$ cat src/rtl/multitouch_centroid_tracker_unit_macros.svh
// ---------------------------------------------------------------------------
// multitouch centroid tracker assertion macros
// shared concurrent assertion forms used by the tracker modules
// ---------------------------------------------------------------------------
`ifndef MULTITOUCH_CENTROID_TRACKER_UNIT_MACROS_SVH
`define MULTITOUCH_CENTROID_TRACKER_UNIT_MACROS_SVH

// same-cycle implication, disabled while reset is asserted
`define MCTS_ASSERT_IMPLIES(lbl, clk, rst_n, ante, cons, msg) \
    lbl: assert property (@(posedge clk) disable iff (!(rst_n)) (ante) |-> (cons)) \
        else $error(msg);

// next-cycle implication, disabled while reset is asserted
`define MCTS_ASSERT_NEXT(lbl, clk, rst_n, ante, cons, msg) \
    lbl: assert property (@(posedge clk) disable iff (!(rst_n)) (ante) |=> (cons)) \
        else $error(msg);

`endif

$ cat src/rtl/mcts_pkg.sv
// ---------------------------------------------------------------------------
// mcts_pkg
// sizes, codes and table port structs of the multitouch centroid tracker
// ---------------------------------------------------------------------------
package mcts_pkg;

    // contact table size and derived widths
    localparam int MAX_CONTACTS = 16;
    localparam int IDX_W        = $clog2(MAX_CONTACTS);
    localparam int CNT_W        = $clog2(MAX_CONTACTS + 1);
    localparam int ID_W         = 32;
    localparam int COORD_W      = 16;
    localparam int SUM_W        = COORD_W + IDX_W;
    localparam int OUT_CNT_W    = 5;
    localparam int DIV_STEP_W   = $clog2(SUM_W);

    // event opcodes
    typedef enum logic [1:0] {
        OP_DOWN  = 2'd0,
        OP_MOVE  = 2'd1,
        OP_UP    = 2'd2,
        OP_CLEAR = 2'd3
    } t_opcode;

    // gesture sample kinds
    typedef enum logic [1:0] {
        KIND_PRESS   = 2'd0,
        KIND_MOVE    = 2'd1,
        KIND_RELEASE = 2'd2
    } t_kind;

    // table write controls
    typedef struct packed {
        logic                       wr_pos;
        logic                       set_new;
        logic                       clr_one;
        logic                       clr_all;
        logic [IDX_W-1:0]           idx;
        logic [ID_W-1:0]            id;
        logic signed [COORD_W-1:0]  x;
        logic signed [COORD_W-1:0]  y;
    } t_tbl_wr;

    // table read data
    typedef struct packed {
        logic                       valid;
        logic [ID_W-1:0]            id;
        logic signed [COORD_W-1:0]  x;
        logic signed [COORD_W-1:0]  y;
    } t_tbl_rd;

endpackage

$ cat src/rtl/multitouch_centroid_tracker_unit.sv
// ---------------------------------------------------------------------------
// multitouch_centroid_tracker_unit
// touch contact table that turns down/move/up/clear events into gesture samples
// ---------------------------------------------------------------------------
// Usage:
//   An event transaction is taken at a rising edge with start high and busy
//   low (i_opcode, i_contact_id, i_x_pos, i_y_pos). busy stays high until
//   the event is finished. Every event yields exactly one result transaction,
//   shown for one cycle with o_valid high: o_emit, o_event_kind,
//   o_pointer_count, o_center_x, o_center_y, o_overflow.
//   Sequence: the sequencer walks the 16-entry slot table once to find the
//   contact, a free slot and the live count, decides, and for an event that
//   produces a sample walks the table again to sum the coordinates and runs
//   the serial divider, one quotient bit per cycle over the 20-bit sums.
//   The table walks and the divider iterations set how long busy stays
//   high for an event.
//   Reset (synchronous, active low) empties the table, clears the gesture
//   flag and returns the sequencer to idle; o_valid is low after reset.
//   The receiver cannot stall: o_valid is a one-cycle strobe.
// ---------------------------------------------------------------------------
`include "multitouch_centroid_tracker_unit_macros.svh"

module multitouch_centroid_tracker_unit (
    input  logic                                i_clk,
    input  logic                                i_rst_n,
    input  logic                                start,
    output logic                                busy,
    input  logic [1:0]                          i_opcode,
    input  logic [mcts_pkg::ID_W-1:0]           i_contact_id,
    input  logic signed [mcts_pkg::COORD_W-1:0] i_x_pos,
    input  logic signed [mcts_pkg::COORD_W-1:0] i_y_pos,
    output logic                                o_valid,
    output logic                                o_emit,
    output logic [1:0]                          o_event_kind,
    output logic [mcts_pkg::OUT_CNT_W-1:0]      o_pointer_count,
    output logic signed [mcts_pkg::COORD_W-1:0] o_center_x,
    output logic signed [mcts_pkg::COORD_W-1:0] o_center_y,
    output logic                                o_overflow
);
    import mcts_pkg::*;

    typedef enum logic [2:0] {
        S_IDLE,
        S_SCAN,
        S_DECIDE,
        S_SUM,
        S_DIV
    } t_state;

    // sequencer and event registers
    t_state                     r_state,      n_state;
    t_opcode                    r_op,         n_op;
    logic [ID_W-1:0]            r_id,         n_id;
    logic signed [COORD_W-1:0]  r_x,          n_x;
    logic signed [COORD_W-1:0]  r_y,          n_y;
    logic [IDX_W-1:0]           r_idx,        n_idx;
    logic                       r_found,      n_found;
    logic [IDX_W-1:0]           r_match,      n_match;
    logic                       r_free_found, n_free_found;
    logic [IDX_W-1:0]           r_free,       n_free;
    logic [CNT_W-1:0]           r_count,      n_count;
    logic [CNT_W-1:0]           r_n,          n_n;
    t_kind                      r_kind,       n_kind;
    logic                       r_active,     n_active;
    logic                       r_remove,     n_remove;
    logic signed [SUM_W-1:0]    r_sx,         n_sx;
    logic signed [SUM_W-1:0]    r_sy,         n_sy;
    logic                       r_div_go,     n_div_go;

    // result registers
    logic                       r_strobe,     n_strobe;
    logic                       r_emit,       n_emit;
    t_kind                      r_out_kind,   n_out_kind;
    logic [OUT_CNT_W-1:0]       r_pcount,     n_pcount;
    logic signed [COORD_W-1:0]  r_cx,         n_cx;
    logic signed [COORD_W-1:0]  r_cy,         n_cy;
    logic                       r_ovf,        n_ovf;

    t_tbl_wr                    w_wr;
    t_tbl_rd                    w_rd;
    logic                       w_last;
    logic [CNT_W-1:0]           w_new_cnt;
    logic                       w_div_done;
    logic signed [COORD_W-1:0]  w_qx;
    logic signed [COORD_W-1:0]  w_qy;

    // slot table
    mcts_table u_table (
        .i_clk    (i_clk),
        .i_rst_n  (i_rst_n),
        .i_wr     (w_wr),
        .i_rd_idx (r_idx),
        .o_rd     (w_rd)
    );

    // centroid divider
    mcts_div u_div (
        .i_clk     (i_clk),
        .i_rst_n   (i_rst_n),
        .i_start   (r_div_go),
        .i_sum_x   (r_sx),
        .i_sum_y   (r_sy),
        .i_divisor (r_n),
        .o_done    (w_div_done),
        .o_quot_x  (w_qx),
        .o_quot_y  (w_qy)
    );

    assign w_last = (r_idx == IDX_W'(MAX_CONTACTS - 1));

    // next-state and datapath logic
    always_comb begin
        n_state      = r_state;
        n_op         = r_op;
        n_id         = r_id;
        n_x          = r_x;
        n_y          = r_y;
        n_idx        = r_idx;
        n_found      = r_found;
        n_match      = r_match;
        n_free_found = r_free_found;
        n_free       = r_free;
        n_count      = r_count;
        n_n          = r_n;
        n_kind       = r_kind;
        n_active     = r_active;
        n_remove     = r_remove;
        n_sx         = r_sx;
        n_sy         = r_sy;
        n_div_go     = 1'b0;
        n_strobe     = 1'b0;
        n_emit       = r_emit;
        n_out_kind   = r_out_kind;
        n_pcount     = r_pcount;
        n_cx         = r_cx;
        n_cy         = r_cy;
        n_ovf        = r_ovf;
        w_new_cnt    = r_count;

        w_wr         = '0;
        w_wr.idx     = r_found ? r_match : r_free;
        w_wr.id      = r_id;
        w_wr.x       = r_x;
        w_wr.y       = r_y;

        case (r_state)
            // wait for an event transaction
            S_IDLE: begin
                if (start) begin
                    n_op         = t_opcode'(i_opcode);
                    n_id         = i_contact_id;
                    n_x          = i_x_pos;
                    n_y          = i_y_pos;
                    n_idx        = '0;
                    n_found      = 1'b0;
                    n_free_found = 1'b0;
                    n_count      = '0;
                    n_state      = S_SCAN;
                end
            end

            // table walk: id match, lowest free slot, live count
            S_SCAN: begin
                if (w_rd.valid && (w_rd.id == r_id) && !r_found) begin
                    n_found = 1'b1;
                    n_match = r_idx;
                end
                if (!w_rd.valid && !r_free_found) begin
                    n_free_found = 1'b1;
                    n_free       = r_idx;
                end
                if (w_rd.valid) begin
                    n_count = r_count + CNT_W'(1);
                end
                n_idx = r_idx + IDX_W'(1);
                if (w_last) begin
                    n_state = S_DECIDE;
                end
            end

            // apply the event, pick a direct result or a centroid pass
            S_DECIDE: begin
                n_emit     = 1'b0;
                n_out_kind = KIND_PRESS;
                n_pcount   = '0;
                n_cx       = '0;
                n_cy       = '0;
                n_ovf      = 1'b0;
                n_idx      = '0;
                n_sx       = '0;
                n_sy       = '0;
                n_remove   = 1'b0;
                n_strobe   = 1'b1;
                n_state    = S_IDLE;
                case (r_op)
                    OP_DOWN: begin
                        if (!r_found && !r_free_found) begin
                            n_ovf = 1'b1;
                        end else begin
                            w_wr.wr_pos = 1'b1;
                            w_wr.set_new = !r_found;
                            w_new_cnt = r_found ? r_count : (r_count + CNT_W'(1));
                            if (w_new_cnt >= CNT_W'(2)) begin
                                n_kind   = r_active ? KIND_MOVE : KIND_PRESS;
                                n_active = 1'b1;
                                n_n      = w_new_cnt;
                                n_strobe = 1'b0;
                                n_state  = S_SUM;
                            end
                        end
                    end
                    OP_MOVE: begin
                        if (r_found) begin
                            w_wr.wr_pos = 1'b1;
                            if (r_active && (r_count >= CNT_W'(2))) begin
                                n_kind   = KIND_MOVE;
                                n_n      = r_count;
                                n_strobe = 1'b0;
                                n_state  = S_SUM;
                            end
                        end
                    end
                    OP_UP: begin
                        if (r_found) begin
                            w_wr.wr_pos = 1'b1;
                            n_active = r_active && (r_count >= CNT_W'(3));
                            if (r_active && (r_count >= CNT_W'(2))) begin
                                // release centroid includes the leaving contact
                                n_kind   = KIND_RELEASE;
                                n_n      = r_count;
                                n_remove = 1'b1;
                                n_strobe = 1'b0;
                                n_state  = S_SUM;
                            end else begin
                                w_wr.clr_one = 1'b1;
                                if (r_active) begin
                                    n_emit     = 1'b1;
                                    n_out_kind = KIND_RELEASE;
                                    n_pcount   = OUT_CNT_W'(2);
                                    n_cx       = r_x;
                                    n_cy       = r_y;
                                end
                            end
                        end
                    end
                    OP_CLEAR: begin
                        w_wr.clr_all = 1'b1;
                        n_active     = 1'b0;
                    end
                    default: begin
                        n_active = r_active;
                    end
                endcase
            end

            // second walk: coordinate sums of live contacts
            S_SUM: begin
                if (w_rd.valid) begin
                    n_sx = r_sx + SUM_W'(w_rd.x);
                    n_sy = r_sy + SUM_W'(w_rd.y);
                end
                n_idx = r_idx + IDX_W'(1);
                if (w_last) begin
                    n_div_go = 1'b1;
                    n_state  = S_DIV;
                end
            end

            // wait for the centroid quotients
            S_DIV: begin
                if (w_div_done) begin
                    n_emit     = 1'b1;
                    n_out_kind = r_kind;
                    n_pcount   = OUT_CNT_W'(r_n);
                    n_cx       = w_qx;
                    n_cy       = w_qy;
                    n_ovf      = 1'b0;
                    n_strobe   = 1'b1;
                    n_state    = S_IDLE;
                    if (r_remove) begin
                        w_wr.clr_one = 1'b1;
                        w_wr.idx     = r_match;
                    end
                end
            end

            default: begin
                n_state = S_IDLE;
            end
        endcase
    end

    // state and registered outputs
    always_ff @(posedge i_clk) begin
        if (!i_rst_n) begin
            r_state    <= S_IDLE;
            r_active   <= 1'b0;
            r_div_go   <= 1'b0;
            r_strobe   <= 1'b0;
            r_emit     <= 1'b0;
            r_ovf      <= 1'b0;
            r_pcount   <= '0;
            r_out_kind <= KIND_PRESS;
        end else begin
            r_state    <= n_state;
            r_active   <= n_active;
            r_div_go   <= n_div_go;
            r_strobe   <= n_strobe;
            r_emit     <= n_emit;
            r_ovf      <= n_ovf;
            r_pcount   <= n_pcount;
            r_out_kind <= n_out_kind;
        end
        r_op         <= n_op;
        r_id         <= n_id;
        r_x          <= n_x;
        r_y          <= n_y;
        r_idx        <= n_idx;
        r_found      <= n_found;
        r_match      <= n_match;
        r_free_found <= n_free_found;
        r_free       <= n_free;
        r_count      <= n_count;
        r_n          <= n_n;
        r_kind       <= n_kind;
        r_remove     <= n_remove;
        r_sx         <= n_sx;
        r_sy         <= n_sy;
        r_cx         <= n_cx;
        r_cy         <= n_cy;
    end

    assign busy            = (r_state != S_IDLE);
    assign o_valid         = r_strobe;
    assign o_emit          = r_emit;
    assign o_event_kind    = r_out_kind;
    assign o_pointer_count = r_pcount;
    assign o_center_x      = r_cx;
    assign o_center_y      = r_cy;
    assign o_overflow      = r_ovf;

    // checks
    `MCTS_ASSERT_NEXT(a_accept_busy, i_clk, i_rst_n, start && !busy, busy, "accept not busy")
    `MCTS_ASSERT_IMPLIES(a_result_idle, i_clk, i_rst_n, o_valid, !busy, "result while busy")
    `MCTS_ASSERT_IMPLIES(a_emit_count, i_clk, i_rst_n, o_valid && o_emit, (o_pointer_count >= OUT_CNT_W'(2)) && !o_overflow, "bad sample count or overflow")
    `MCTS_ASSERT_NEXT(a_strobe_single, i_clk, i_rst_n, o_valid, !o_valid, "result strobe held")
    `MCTS_ASSERT_IMPLIES(a_div_in_state, i_clk, i_rst_n, w_div_done, r_state == S_DIV, "quotient outside divide phase")

endmodule

$ cat src/rtl/mcts_table.sv
// ---------------------------------------------------------------------------
// mcts_table
// contact slot table: valid bits, ids and positions, one read port
// ---------------------------------------------------------------------------
module mcts_table (
    input  logic                         i_clk,
    input  logic                         i_rst_n,
    input  mcts_pkg::t_tbl_wr            i_wr,
    input  logic [mcts_pkg::IDX_W-1:0]   i_rd_idx,
    output mcts_pkg::t_tbl_rd            o_rd
);
    import mcts_pkg::*;

    logic [MAX_CONTACTS-1:0]    r_valid;
    logic [ID_W-1:0]            r_id [MAX_CONTACTS];
    logic signed [COORD_W-1:0]  r_x  [MAX_CONTACTS];
    logic signed [COORD_W-1:0]  r_y  [MAX_CONTACTS];

    // valid bits, cleared at reset and by a clear-all
    always_ff @(posedge i_clk) begin
        if (!i_rst_n) begin
            r_valid <= '0;
        end else if (i_wr.clr_all) begin
            r_valid <= '0;
        end else begin
            if (i_wr.set_new) begin
                r_valid[i_wr.idx] <= 1'b1;
            end
            if (i_wr.clr_one) begin
                r_valid[i_wr.idx] <= 1'b0;
            end
        end
    end

    // slot payload, no reset
    always_ff @(posedge i_clk) begin
        if (i_wr.wr_pos) begin
            r_x[i_wr.idx] <= i_wr.x;
            r_y[i_wr.idx] <= i_wr.y;
        end
        if (i_wr.set_new) begin
            r_id[i_wr.idx] <= i_wr.id;
        end
    end

    // walk read port
    always_comb begin
        o_rd.valid = r_valid[i_rd_idx];
        o_rd.id    = r_id[i_rd_idx];
        o_rd.x     = r_x[i_rd_idx];
        o_rd.y     = r_y[i_rd_idx];
    end

endmodule

$ cat src/rtl/mcts_div.sv
// ---------------------------------------------------------------------------
// mcts_div
// serial restoring divider, x and y sums by the contact count, one bit a cycle
// ---------------------------------------------------------------------------
`include "multitouch_centroid_tracker_unit_macros.svh"

module mcts_div (
    input  logic                                i_clk,
    input  logic                                i_rst_n,
    input  logic                                i_start,
    input  logic signed [mcts_pkg::SUM_W-1:0]   i_sum_x,
    input  logic signed [mcts_pkg::SUM_W-1:0]   i_sum_y,
    input  logic [mcts_pkg::CNT_W-1:0]          i_divisor,
    output logic                                o_done,
    output logic signed [mcts_pkg::COORD_W-1:0] o_quot_x,
    output logic signed [mcts_pkg::COORD_W-1:0] o_quot_y
);
    import mcts_pkg::*;

    logic                   r_run;
    logic                   r_done;
    logic [DIV_STEP_W-1:0]  r_cnt;
    logic                   r_neg_x;
    logic                   r_neg_y;
    logic [SUM_W-1:0]       r_qx;
    logic [SUM_W-1:0]       r_qy;
    logic [CNT_W-1:0]       r_rx;
    logic [CNT_W-1:0]       r_ry;
    logic [CNT_W-1:0]       r_div;

    logic [SUM_W-1:0]       w_mag_x;
    logic [SUM_W-1:0]       w_mag_y;
    logic [CNT_W+SUM_W-1:0] n_step_x;
    logic [CNT_W+SUM_W-1:0] n_step_y;
    logic [SUM_W-1:0]       w_res_x;
    logic [SUM_W-1:0]       w_res_y;
    logic                   w_last;

    // one restoring step: shift in the next dividend bit, subtract if it fits
    function automatic logic [CNT_W+SUM_W-1:0] div_step(
        input logic [CNT_W-1:0] rem,
        input logic [SUM_W-1:0] q,
        input logic [CNT_W-1:0] d
    );
        logic [CNT_W:0] t;
        logic [CNT_W:0] diff;
        logic           qbit;
        t = {rem, q[SUM_W-1]};
        if (t >= {1'b0, d}) begin
            diff = t - {1'b0, d};
            qbit = 1'b1;
        end else begin
            diff = t;
            qbit = 1'b0;
        end
        return {diff[CNT_W-1:0], q[SUM_W-2:0], qbit};
    endfunction

    // magnitudes of the incoming sums
    assign w_mag_x = i_sum_x[SUM_W-1] ? (~i_sum_x + SUM_W'(1)) : i_sum_x;
    assign w_mag_y = i_sum_y[SUM_W-1] ? (~i_sum_y + SUM_W'(1)) : i_sum_y;

    // step datapath, both lanes
    always_comb begin
        n_step_x = div_step(r_rx, r_qx, r_div);
        n_step_y = div_step(r_ry, r_qy, r_div);
    end

    assign w_last = (r_cnt == DIV_STEP_W'(SUM_W - 1));

    // sequencer and datapath registers
    always_ff @(posedge i_clk) begin
        if (!i_rst_n) begin
            r_run  <= 1'b0;
            r_done <= 1'b0;
            r_cnt  <= '0;
        end else begin
            // done pulses for one cycle after the last step
            r_done <= !i_start && r_run && w_last;
            if (i_start) begin
                r_run   <= 1'b1;
                r_cnt   <= '0;
                r_neg_x <= i_sum_x[SUM_W-1];
                r_neg_y <= i_sum_y[SUM_W-1];
                r_qx    <= w_mag_x;
                r_qy    <= w_mag_y;
                r_rx    <= '0;
                r_ry    <= '0;
                r_div   <= i_divisor;
            end else if (r_run) begin
                r_rx  <= n_step_x[CNT_W+SUM_W-1:SUM_W];
                r_qx  <= n_step_x[SUM_W-1:0];
                r_ry  <= n_step_y[CNT_W+SUM_W-1:SUM_W];
                r_qy  <= n_step_y[SUM_W-1:0];
                r_cnt <= r_cnt + DIV_STEP_W'(1);
                if (w_last) begin
                    r_run <= 1'b0;
                end
            end
        end
    end

    // signed quotients, truncated toward zero
    assign w_res_x  = r_neg_x ? (~r_qx + SUM_W'(1)) : r_qx;
    assign w_res_y  = r_neg_y ? (~r_qy + SUM_W'(1)) : r_qy;
    assign o_quot_x = $signed(w_res_x[COORD_W-1:0]);
    assign o_quot_y = $signed(w_res_y[COORD_W-1:0]);
    assign o_done   = r_done;

    // checks
    `MCTS_ASSERT_NEXT(a_start_runs, i_clk, i_rst_n, i_start, r_run, "divider did not start")
    `MCTS_ASSERT_IMPLIES(a_done_not_run, i_clk, i_rst_n, r_done, !r_run, "done while running")
    `MCTS_ASSERT_NEXT(a_done_pulse, i_clk, i_rst_n, r_done && !i_start, !r_done, "done held")

endmodule

$ cat config.mk
export PLATFORM = sky130hd
export DESIGN_NAME = multitouch_centroid_tracker_unit
export DESIGN_NICKNAME = d
export VERILOG_FILES = /design/src/rtl/mcts_pkg.sv /design/src/rtl/multitouch_centroid_tracker_unit.sv /design/src/rtl/mcts_table.sv /design/src/rtl/mcts_div.sv
export VERILOG_INCLUDE_DIRS = /design/src /design/src/rtl
export SDC_FILE = /design/constraint.sdc
export NUM_CORES = 1
export LEC_CHECK = 0
export ABC_AREA = 1
export BUFFER_PORTS_ARGS = -buffer_cell sky130_fd_sc_hd__buf_2
export CELL_PAD_IN_SITES_DETAIL_PLACEMENT = 0
export CELL_PAD_IN_SITES_GLOBAL_PLACEMENT = 1
export CORE_MARGIN = 2
export CORE_UTILIZATION = 50
export CTS_CLUSTER_SIZE = 28
export DETAILED_ROUTE_END_ITERATION = 7
export PLACE_DENSITY_LB_ADDON = 0.3
export SKIP_CTS_REPAIR_TIMING = 1
export SLEW_MARGIN = 25
export SYNTH_ARGS = -nofsm -noshare
export SYNTH_HDL_FRONTEND = slang
export SYNTH_HIERARCHICAL = 1
export SYNTH_SLANG_ARGS = --single-unit
$ cat constraint.sdc
create_clock -name i_clk -period 6.8 [get_ports i_clk]
set_clock_uncertainty 0.2 [all_clocks]
set_input_delay 1.36 -clock i_clk [delete_from_list [all_inputs] [get_ports i_clk]]
set_output_delay 1.36 -clock i_clk [all_outputs]
set_load 0.02 [all_outputs]
* Word level (Yosys, flattened, before mapping)
Memory sizes are Yosys's and may differ from the RTL's. A register that Yosys moved wholly into a read port is not among the register bits.
Cells that the tools add are included.
** Cells by class
- Multiplexer cells :: 133
- Reductions and logical operators :: 45
- $add $sub $neg :: 11
- Magnitude comparators :: 8
- Equal/unequal tests :: 26
- Bitwise logic cells :: 8
** Operator list (number)
- $mux W16 :: 16
- $mux W20 :: 8
- $pmux W20 S2 :: 2
- $pmux W16 S2 :: 2
- $mux W5 :: 12
- $not A16 Y16 :: 3
- $mux W2 :: 21
- $mux W1 :: 41
- $add A20 B16 Y20 :: 2
- $add A20 B2 Y20 const B :: 2
- $not A20 Y20 :: 2
- $add A16 B1 Y16 const B :: 2
- $eq A32 B32 Y1 :: 1
- $mux W4 :: 8
- $pmux W5 S2 :: 3
- $ne A2 B2 Y1 const B :: 13
- $reduce_and A2 Y1 :: 10
- $and A16 B16 Y16 :: 1
- $or A16 B16 Y16 :: 1
- $pmux W1 S2 :: 8
- $ge A5 B2 Y1 const B :: 3
- $pmux W3 S5 :: 1
- $ge A6 B5 Y1 :: 2
- $mux W3 :: 4
- 32 further kinds :: 63
** Storage, ports and cells
- Bits in registers :: 260
- Word-level logic and storage cells :: 270
- Bits in writable memories :: 1024
- Input port bits :: 69
- Memories :: 3
** Memories
- u_table.r_id :: words 16, width 32, rd ports 1, clocked after memory_dff 1, wr ports 1, line mcts_table.sv:15 : logic [ID_W-1:0] r_id [MAX_CONTACTS];
- u_table.r_x :: words 16, width 16, rd ports 1, clocked after memory_dff 1, wr ports 1, line mcts_table.sv:16 : logic signed [COORD_W-1:0] r_x [MAX_CONTACTS];
- u_table.r_y :: words 16, width 16, rd ports 1, clocked after memory_dff 1, wr ports 1, line mcts_table.sv:17 : logic signed [COORD_W-1:0] r_y [MAX_CONTACTS];

* Depth between registers and ports, before layout
Gate-level depths: netlist of the first run.
- Depth after elaboration :: 14
- Gate-level depth with buffers :: 23
- Depth with buffers taken out :: 20

* By module
The synthesis of the first run kept the hierarchy.
** By module, submodules not included
- mcts_table :: sequential area each 31069.8 µm², instances 1, cells an instance 4294, area each 44888.1 µm²
- multitouch_centroid_tracker_unit :: sequential area each 5255.0 µm², instances 1, cells an instance 975, area each 9335.2 µm²
- mcts_div :: sequential area each 1851.8 µm², instances 1, cells an instance 659, area each 4946.0 µm²

* Worst setup path after synthesis of the first run
No wires, ideal clock.
- Path kind :: input-to-reg
- Start :: input start
- End :: register r_found (enable)
- Path slack :: 1.712 ns
- Stages :: 4
- Library setup time :: 0.310 ns
- Arrival :: 4.578 ns
- Data required time :: 6.290 ns
- Cell sequence :: inv_1 nor2_1 inv_1 o21ai_1
** On the way
- Longest elaborated chain between the ends :: 2
** RTL lines
- from (decl) :: line multitouch_centroid_tracker_unit.sv:26 : input logic start,
- $ne A2 B2 Y1 (no source line)
- $reduce_and A3 Y1 (no source line)
- to (signal assigned) :: line multitouch_centroid_tracker_unit.sv:319 : r_found <= n_found;
- to (decl) :: line multitouch_centroid_tracker_unit.sv:57 : logic r_found, n_found;
Every way passes these cells.
A chain may end at the register's enable or synchronous reset.

==> impl_metrics.ini, run 1 <==
[status]
status = finished clean

[global_route]
grt_util_all_layers_pct = 25.3
grt_pass1_wl_um = 232000
antenna_found_initial = 0
grt_pass1_vias = 39000
grt_max_degree = 200
gr-total-overflow = 0

[setup_path]
rr_worst_depth = 15
path_buf_inv = 3
cp-end-kind = register
cpPeakStageDelay_ns = 0.58
slowest_stage = buf_12
cp.depth = 15
crit_family = buffers and inverters
crit_type = register to register
worstSetupStartpointType = register
cp_common_cell = nand3_1
crit_path_cell_trace = buf_4 > buf_12 > nand3_1 > nand3_1 > nand3_1 > nand2_1 > ha_1 > inv_1 > fa_1 > nor3_1 > nor2_1 > o21bai_1 > nand3_1 > a21oi_1 > nor2_1
arrival_ns = 4.73
cp.required_ns = 7.11
crit_fanout = 116

[worst_hold_path]
holdPathStages = 2
hold_path.class = register to register

[timing]
slew_headroom_pct = 27.4
slew_viol_final = 0
fin_crit_sh_pct = 65.0
timing.fmax_mhz = 226
period_needed_ns = 4.42
rsz0062_at_grt = no
hold_viol = 0
finalSetupViolCount = 0
worstMarginPinSlew_ns = 1.09
tns_ns = 0

[pwr]
total_power_w = 0.0246
internal_power_w = 0.0156
seq_power_share_pct = 38.9
p_sw_w = 0.00900
ir_drop_mv = 0.317
clockPowerShare_pct = 29.9
switching_share_pct = 36.6
pwr_density_cell_nw_per_um2 = 376
share_comb_of_total_power_pct = 31.2
p_leak_nw = 27.5

[finish]
utilization_pct = 55.6
diodes = 0
fill_cells = 10100
final_cells = 7649
layout.nets = 6137
drive_above_1_share_pct = 8.11
final_cell_area_sq_um = 65500
areaGrowthSynthToFinish_pct = 10.7

[drt]
drt-initial-drc-count = 3881
num_vias = 40400
drc = 0
first_pass_iters = 6
wl_um = 152000
wl_per_cell_um = 19.9
ant_nets = 0
via_per_inst = 5.29

[synth]
yosys.area.top_type = edfxtp_1
avgSynthCellArea_sq_um = 9.98
ys_types = 57
synth_area_leaders = edfxtp_1 63%, nand2_1 11%, nand3_1 7.5%, inv_1 6.4%, nor2_1 1.3%
synth-edff-count = 1246
synth_top_flop_cell = edfxtp_1
synth_top_area_share_pct = 63.2
synth_cells = 5928
async_flop_share_pct = 0
seq_area_frac_synth_pct = 64.5
synth_fp_nets = 6062
synth-seq-cells = 1284
synth_area_sq_um = 59200
ys_warn_count = 6

[floorplanning]
initial_core_util_pct = 50.2
rows = 126
io_pins = 112
dieArea_sq_um = 121000
dieHeight_um = 348
die_width_um = 348
core_sq_um = 118000

[placement]
placedCellCount = 7398
gp_congestion = 0.847
hpwl_um = 82500
port_buffers = 111
post_dp_cell_area_sq_um = 61000

[job]
max-cap-violations = 0

[clock_tree]
clock_latency_ns = 0.77
cts_htree_levels = 4
numClockSinks = 1284
numCtsBuffers = 139
cts_buffer_depth = 3
cts-root-buf = clkbuf_16
clkTransAtPathRegs_ns = 0.06
cts_tree = yes
## area by class of cell
type	instances	area [sq um]	share of cell area [%]
clock inverter	79	716	1.09
sequential	1284	38200	58.3
tap	1536	1920	2.93
clock buffer	172	3720	5.68
multi-input combinational	3376	15900	24.2
inverter	1016	3840	5.87
timing repair buffer	186	1240	1.90
## Yosys cell counts (4+ instances only)
master    number
buf_2        129
a21o_1         6
buf_6         49
dfxtp_1       38
mux2_2         4
buf_4         27
nand2_1     1742
nor2_4         4
nand3_1      889
inv_2         10
nor4_1         5
fa_1           4
ha_1          61
o21ai_0      135
edfxtp_1    1246
nor3_1        15
a21boi_0       5
nor2_1       208
o21a_1         9
inv_1       1003
o22ai_1       19
a21oi_1       93
o21ai_1       15
xor2_1        40
nand2_2       16
o211ai_1       5
o21ai_2        7
buf_1         14
clkbuf_1      33
xnor2_1       15
a21oi_2        8
nand4_1       16
nor2_2        16
## layer usage
metal / vias up / part of all wire [%] / routed length [um] / global-route usage (%)
met3: 248 / 5.6 / 8440 / 3.29
met1: 19400 / 41 / 62900 / 32.2
met2: 1227 / 49 / 74700 / 43.6
li1: 19500 / - / - / -
met5: - / 0 / 0 / 0
met4: 0 / 3.8 / 5840 / 10.8
## state kept, by name (all words and copies together) (netlist names), 20 cells and up
name / cells
r_id: 32
r_sx: 20
r_sy: 20
u_div/r_qx: 20
u_div/r_qy: 20
u_table/r_id: 512
u_table/r_x: 256
u_table/r_y: 256
## placed cells by master (no fill, tap or decap), types with 10 or more instances in the layout
cell type  Yosys  layout
nand2_1     1742    1741
edfxtp_1    1246    1246
inv_1       1003    1001
nand3_1      889     889
nor2_1       208     174
clkbuf_16      0     144
o21ai_0      135     134
buf_2        129     111
a21oi_1       93      93
buf_4         27      65
ha_1          61      61
xor2_1        40      40
dfxtp_1       38      38
nor2_4         4      37
clkinv_1       1      36
clkbuf_1      33      27
o22ai_1       19      19
clkinv_2       0      18
nor2_2        16      17
nand2_2       16      17
nand4_1       16      16
nor3_1        15      15
xnor2_1       15      15
o21ai_1       15      15
inv_2         10      10
buf_12         0      10
## worst register-to-register path: stages (launching register included)
cell and delay (ns):
edfxtp_1 0.45, buf_4 0.53, buf_12 0.59, nand3_1 0.20
nand3_1 0.09, nand3_1 0.10, nand2_1 0.29, ha_1 0.26
inv_1 0.08, fa_1 0.45, nor3_1 0.22, nor2_1 0.09
o21bai_1 0.26, nand3_1 0.14, a21oi_1 0.14, nor2_1 0.05
## worst paths after layout
kind / from / end / slack [ns]
setup / recovery: r_idx[1] / r_sy[16] / 2.38
hold / removal: o_overflow / o_overflow / 0.27
setup reg to reg: r_idx[1] / r_sy[16] / 2.38
hold reg to reg: o_overflow / o_overflow / 0.27
## cells by family after synthesis
| logic type | share of synthesized area [%] |
|---|---|
| XOR/XNOR | 0.814 |
| multiplexers | 0.0761 |
| AND/OR/NAND/NOR | 21.1 |
| buffers and inverters | 9.12 |
| adder cells (fa/ha/maj) | 1.43 |
| flip-flops | 64.5 |
| AO/OA/AOI/OAI | 2.99 |
## power by group through the flow
stage	Clock (W)	Combinational (W)	Sequential, W
after floorplan	0	0.00563	0.00962
after global placement	0	0.00763	0.00975
after detailed placement	0	0.00765	0.00976
after CTS	0.00748	0.00768	0.00959
after global routing	0.00779	0.00854	0.00963
final	0.00735	0.00767	0.00958
## stage by stage
stage | worst slack [ns] | hold WS [ns]
2_1_floorplan | 1.71 | 0.227
6_report | 2.38 | 0.266
4_1_cts | 2.38 | 0.268
3_5_place_dp | 2.43 | 0.258
3_3_place_gp | 2.41 | 0.253
5_1_grt | 2.03 | 0.288
No activity file was read; power rests on OpenSTA's default activity.
==> run 2, diff against run 1 <==
clock period = 4.6 ns   (was 6.8 ns; I/O delays follow)
==> impl_metrics.ini, run 2 (synthesized netlist as in run 1, its figures left out) <==
[status]
status = finished clean

[floorplanning]
dieHeight_um = 348
dieArea_sq_um = 121000
initial_core_util_pct = 50.2
rows = 126
io_pins = 112
die_width_um = 348
core_sq_um = 118000

[placement]
port_buffers = 111
hpwl_um = 86600
gp_congestion = 0.880

[timing]
tns_ns = 0
hold_viol = 0
fin_crit_sh_pct = 87.5
finalSetupViolCount = 0
period_needed_ns = 4.02
slew_headroom_pct = 40.3
slew_viol_final = 0
worstMarginPinSlew_ns = 0.895
rsz0062_at_grt = no
timing.fmax_mhz = 249
hold-worst-slack_ns = 0.130

[clock_tree]
numClockSinks = 1284
cts_buffer_depth = 3
cts-root-buf = clkbuf_16
numCtsBuffers = 138
cts_tree = yes
cts_htree_levels = 4
clock_latency_ns = 0.76
clkTransAtPathRegs_ns = 0.06

[pwr]
share_comb_of_total_power_pct = 31.4
clockPowerShare_pct = 29.8
ir_drop_mv = 0.460
total_power_w = 0.0367
p_leak_nw = 27.7
p_sw_w = 0.0135
seq_power_share_pct = 38.8
internal_power_w = 0.0232
switching_share_pct = 36.7
pwr_density_cell_nw_per_um2 = 558

[global_route]
antenna_found_initial = 0
grt_max_degree = 140
grt_util_all_layers_pct = 25.6
gr-total-overflow = 0
grt_pass1_wl_um = 235000
grt_pass1_vias = 39200

[setup_path]
crit_path_cell_trace = buf_12 > buf_4 > nand2_1 > nand3_1 > nand3_1 > nand3_1 > nand2_1 > ha_1 > nand2_1 > inv_1 > nand2_1 > nor3_1 > nand4_1 > nand3_1 > o21ai_0 > a21oi_1
worstSetupStartpointType = register
crit_type = register to register
ff2ff_setup_slack_ns = 0.58
crit_fanout = 52
slowest_stage = edfxtp_1
arrival_ns = 4.44
path_buf_inv = 3
cp-end-kind = register
cp.required_ns = 5.02
cpPeakStageDelay_ns = 0.65
crit_family = simple AND/OR/NAND/NOR gates

[drt]
ant_nets = 0
num_vias = 40600
drc = 0
via_per_inst = 5.29
drt-initial-drc-count = 3837
wl_um = 155000
first_pass_iters = 6
wl_per_cell_um = 20.2

[finish]
multi_input_area_sq_um = 15900
utilization_pct = 55.9
drive_above_1_share_pct = 8.53
regArea_sq_um = 38200
final_common_cell = nand2_1
layout.nets = 6154
fill_cells = 10200
largest_register_ffs = 512
areaGrowthSynthToFinish_pct = 11.2
top_regs = u_table/r_id (512), u_table/r_x (256), u_table/r_y (256)
regMostFlops = u_table/r_id
final_cell_mix = 1741 x nand2_1, 1246 x edfxtp_1, 1000 x inv_1
diodes = 0

[job]
max-cap-violations = 0

[worst_hold_path]
hold_path.class = input port to register
## run 2: cell types whose count changed in the layout (fill, tap and decap cells not counted), moves of 2 or more
cell	before	now
buf_12	10	24
buf_4	65	69
clkbuf_16	144	142
clkbuf_8	1	3
clkinv_1	36	27
clkinv_2	18	24
clkinv_8	3	5
## run 2: per-layer routing
| layer | vias up | part of all wire (%) | global-route usage [%] | routed length, um |
|---|---|---|---|---|
| li1 | 19500 | - | - | - |
| met1 | 19500 | 42 | 33.7 | 65200 |
| met2 | 1262 | 49 | 43.6 | 75200 |
| met3 | 285 | 5.6 | 3.16 | 8630 |
| met4 | 0 | 3.5 | 9.59 | 5470 |
| met5 | - | 0 | 0 | 0 |
## run 2: area by class of cell
cell class,instances,share of cell area (%)
Sequential cell,1284,58.0
Multi-Input combinational cell,3376,24.1
Inverter,1016,5.84
Clock buffer,172,5.62
Tap cell,1536,2.92
Timing Repair Buffer,204,2.36
Clock inverter,78,1.13
## run 2: path summary, 6_finish.rpt
kind,startpoint,to,cells past startpoint
setup / recovery,r_idx[0],r_sx[18],16
hold / removal,i_x_pos[1],r_x[1],1
setup reg to reg,r_idx[0],r_sx[18],16
hold reg to reg,o_overflow,o_overflow,2
## run 2: worst reg2reg max path: cells and delay by family, from the launching register on
kind                     cells  cell delay, ns
AND/OR/NAND/NOR             10            1.49
buffers and inverters        3            0.96
flip-flops                   1            0.65
adder cells (fa/ha/maj)      1            0.38
AO/OA/AOI/OAI                2            0.22
## run 2: power groups by stage
stage	Sequential [W]	Clock, W	Combinational (W)
after detailed placement	0.0145	0	0.0114
final	0.0142	0.0110	0.0115
after CTS	0.0143	0.0111	0.0115
after floorplan	0.0142	0	0.00832
after global routing	0.0143	0.0116	0.0128
after global placement	0.0145	0	0.0114
## run 2: per-stage QoR
step	instances	setup WS, ns	instance area (sq um)
after detailed placement	7416	0.659	61400
after global routing	7666	0.266	65800
final	7666	0.576	65800
after floorplan	5928	0.830	59200
after global placement	7415	0.654	61300
after CTS	7666	0.644	65800
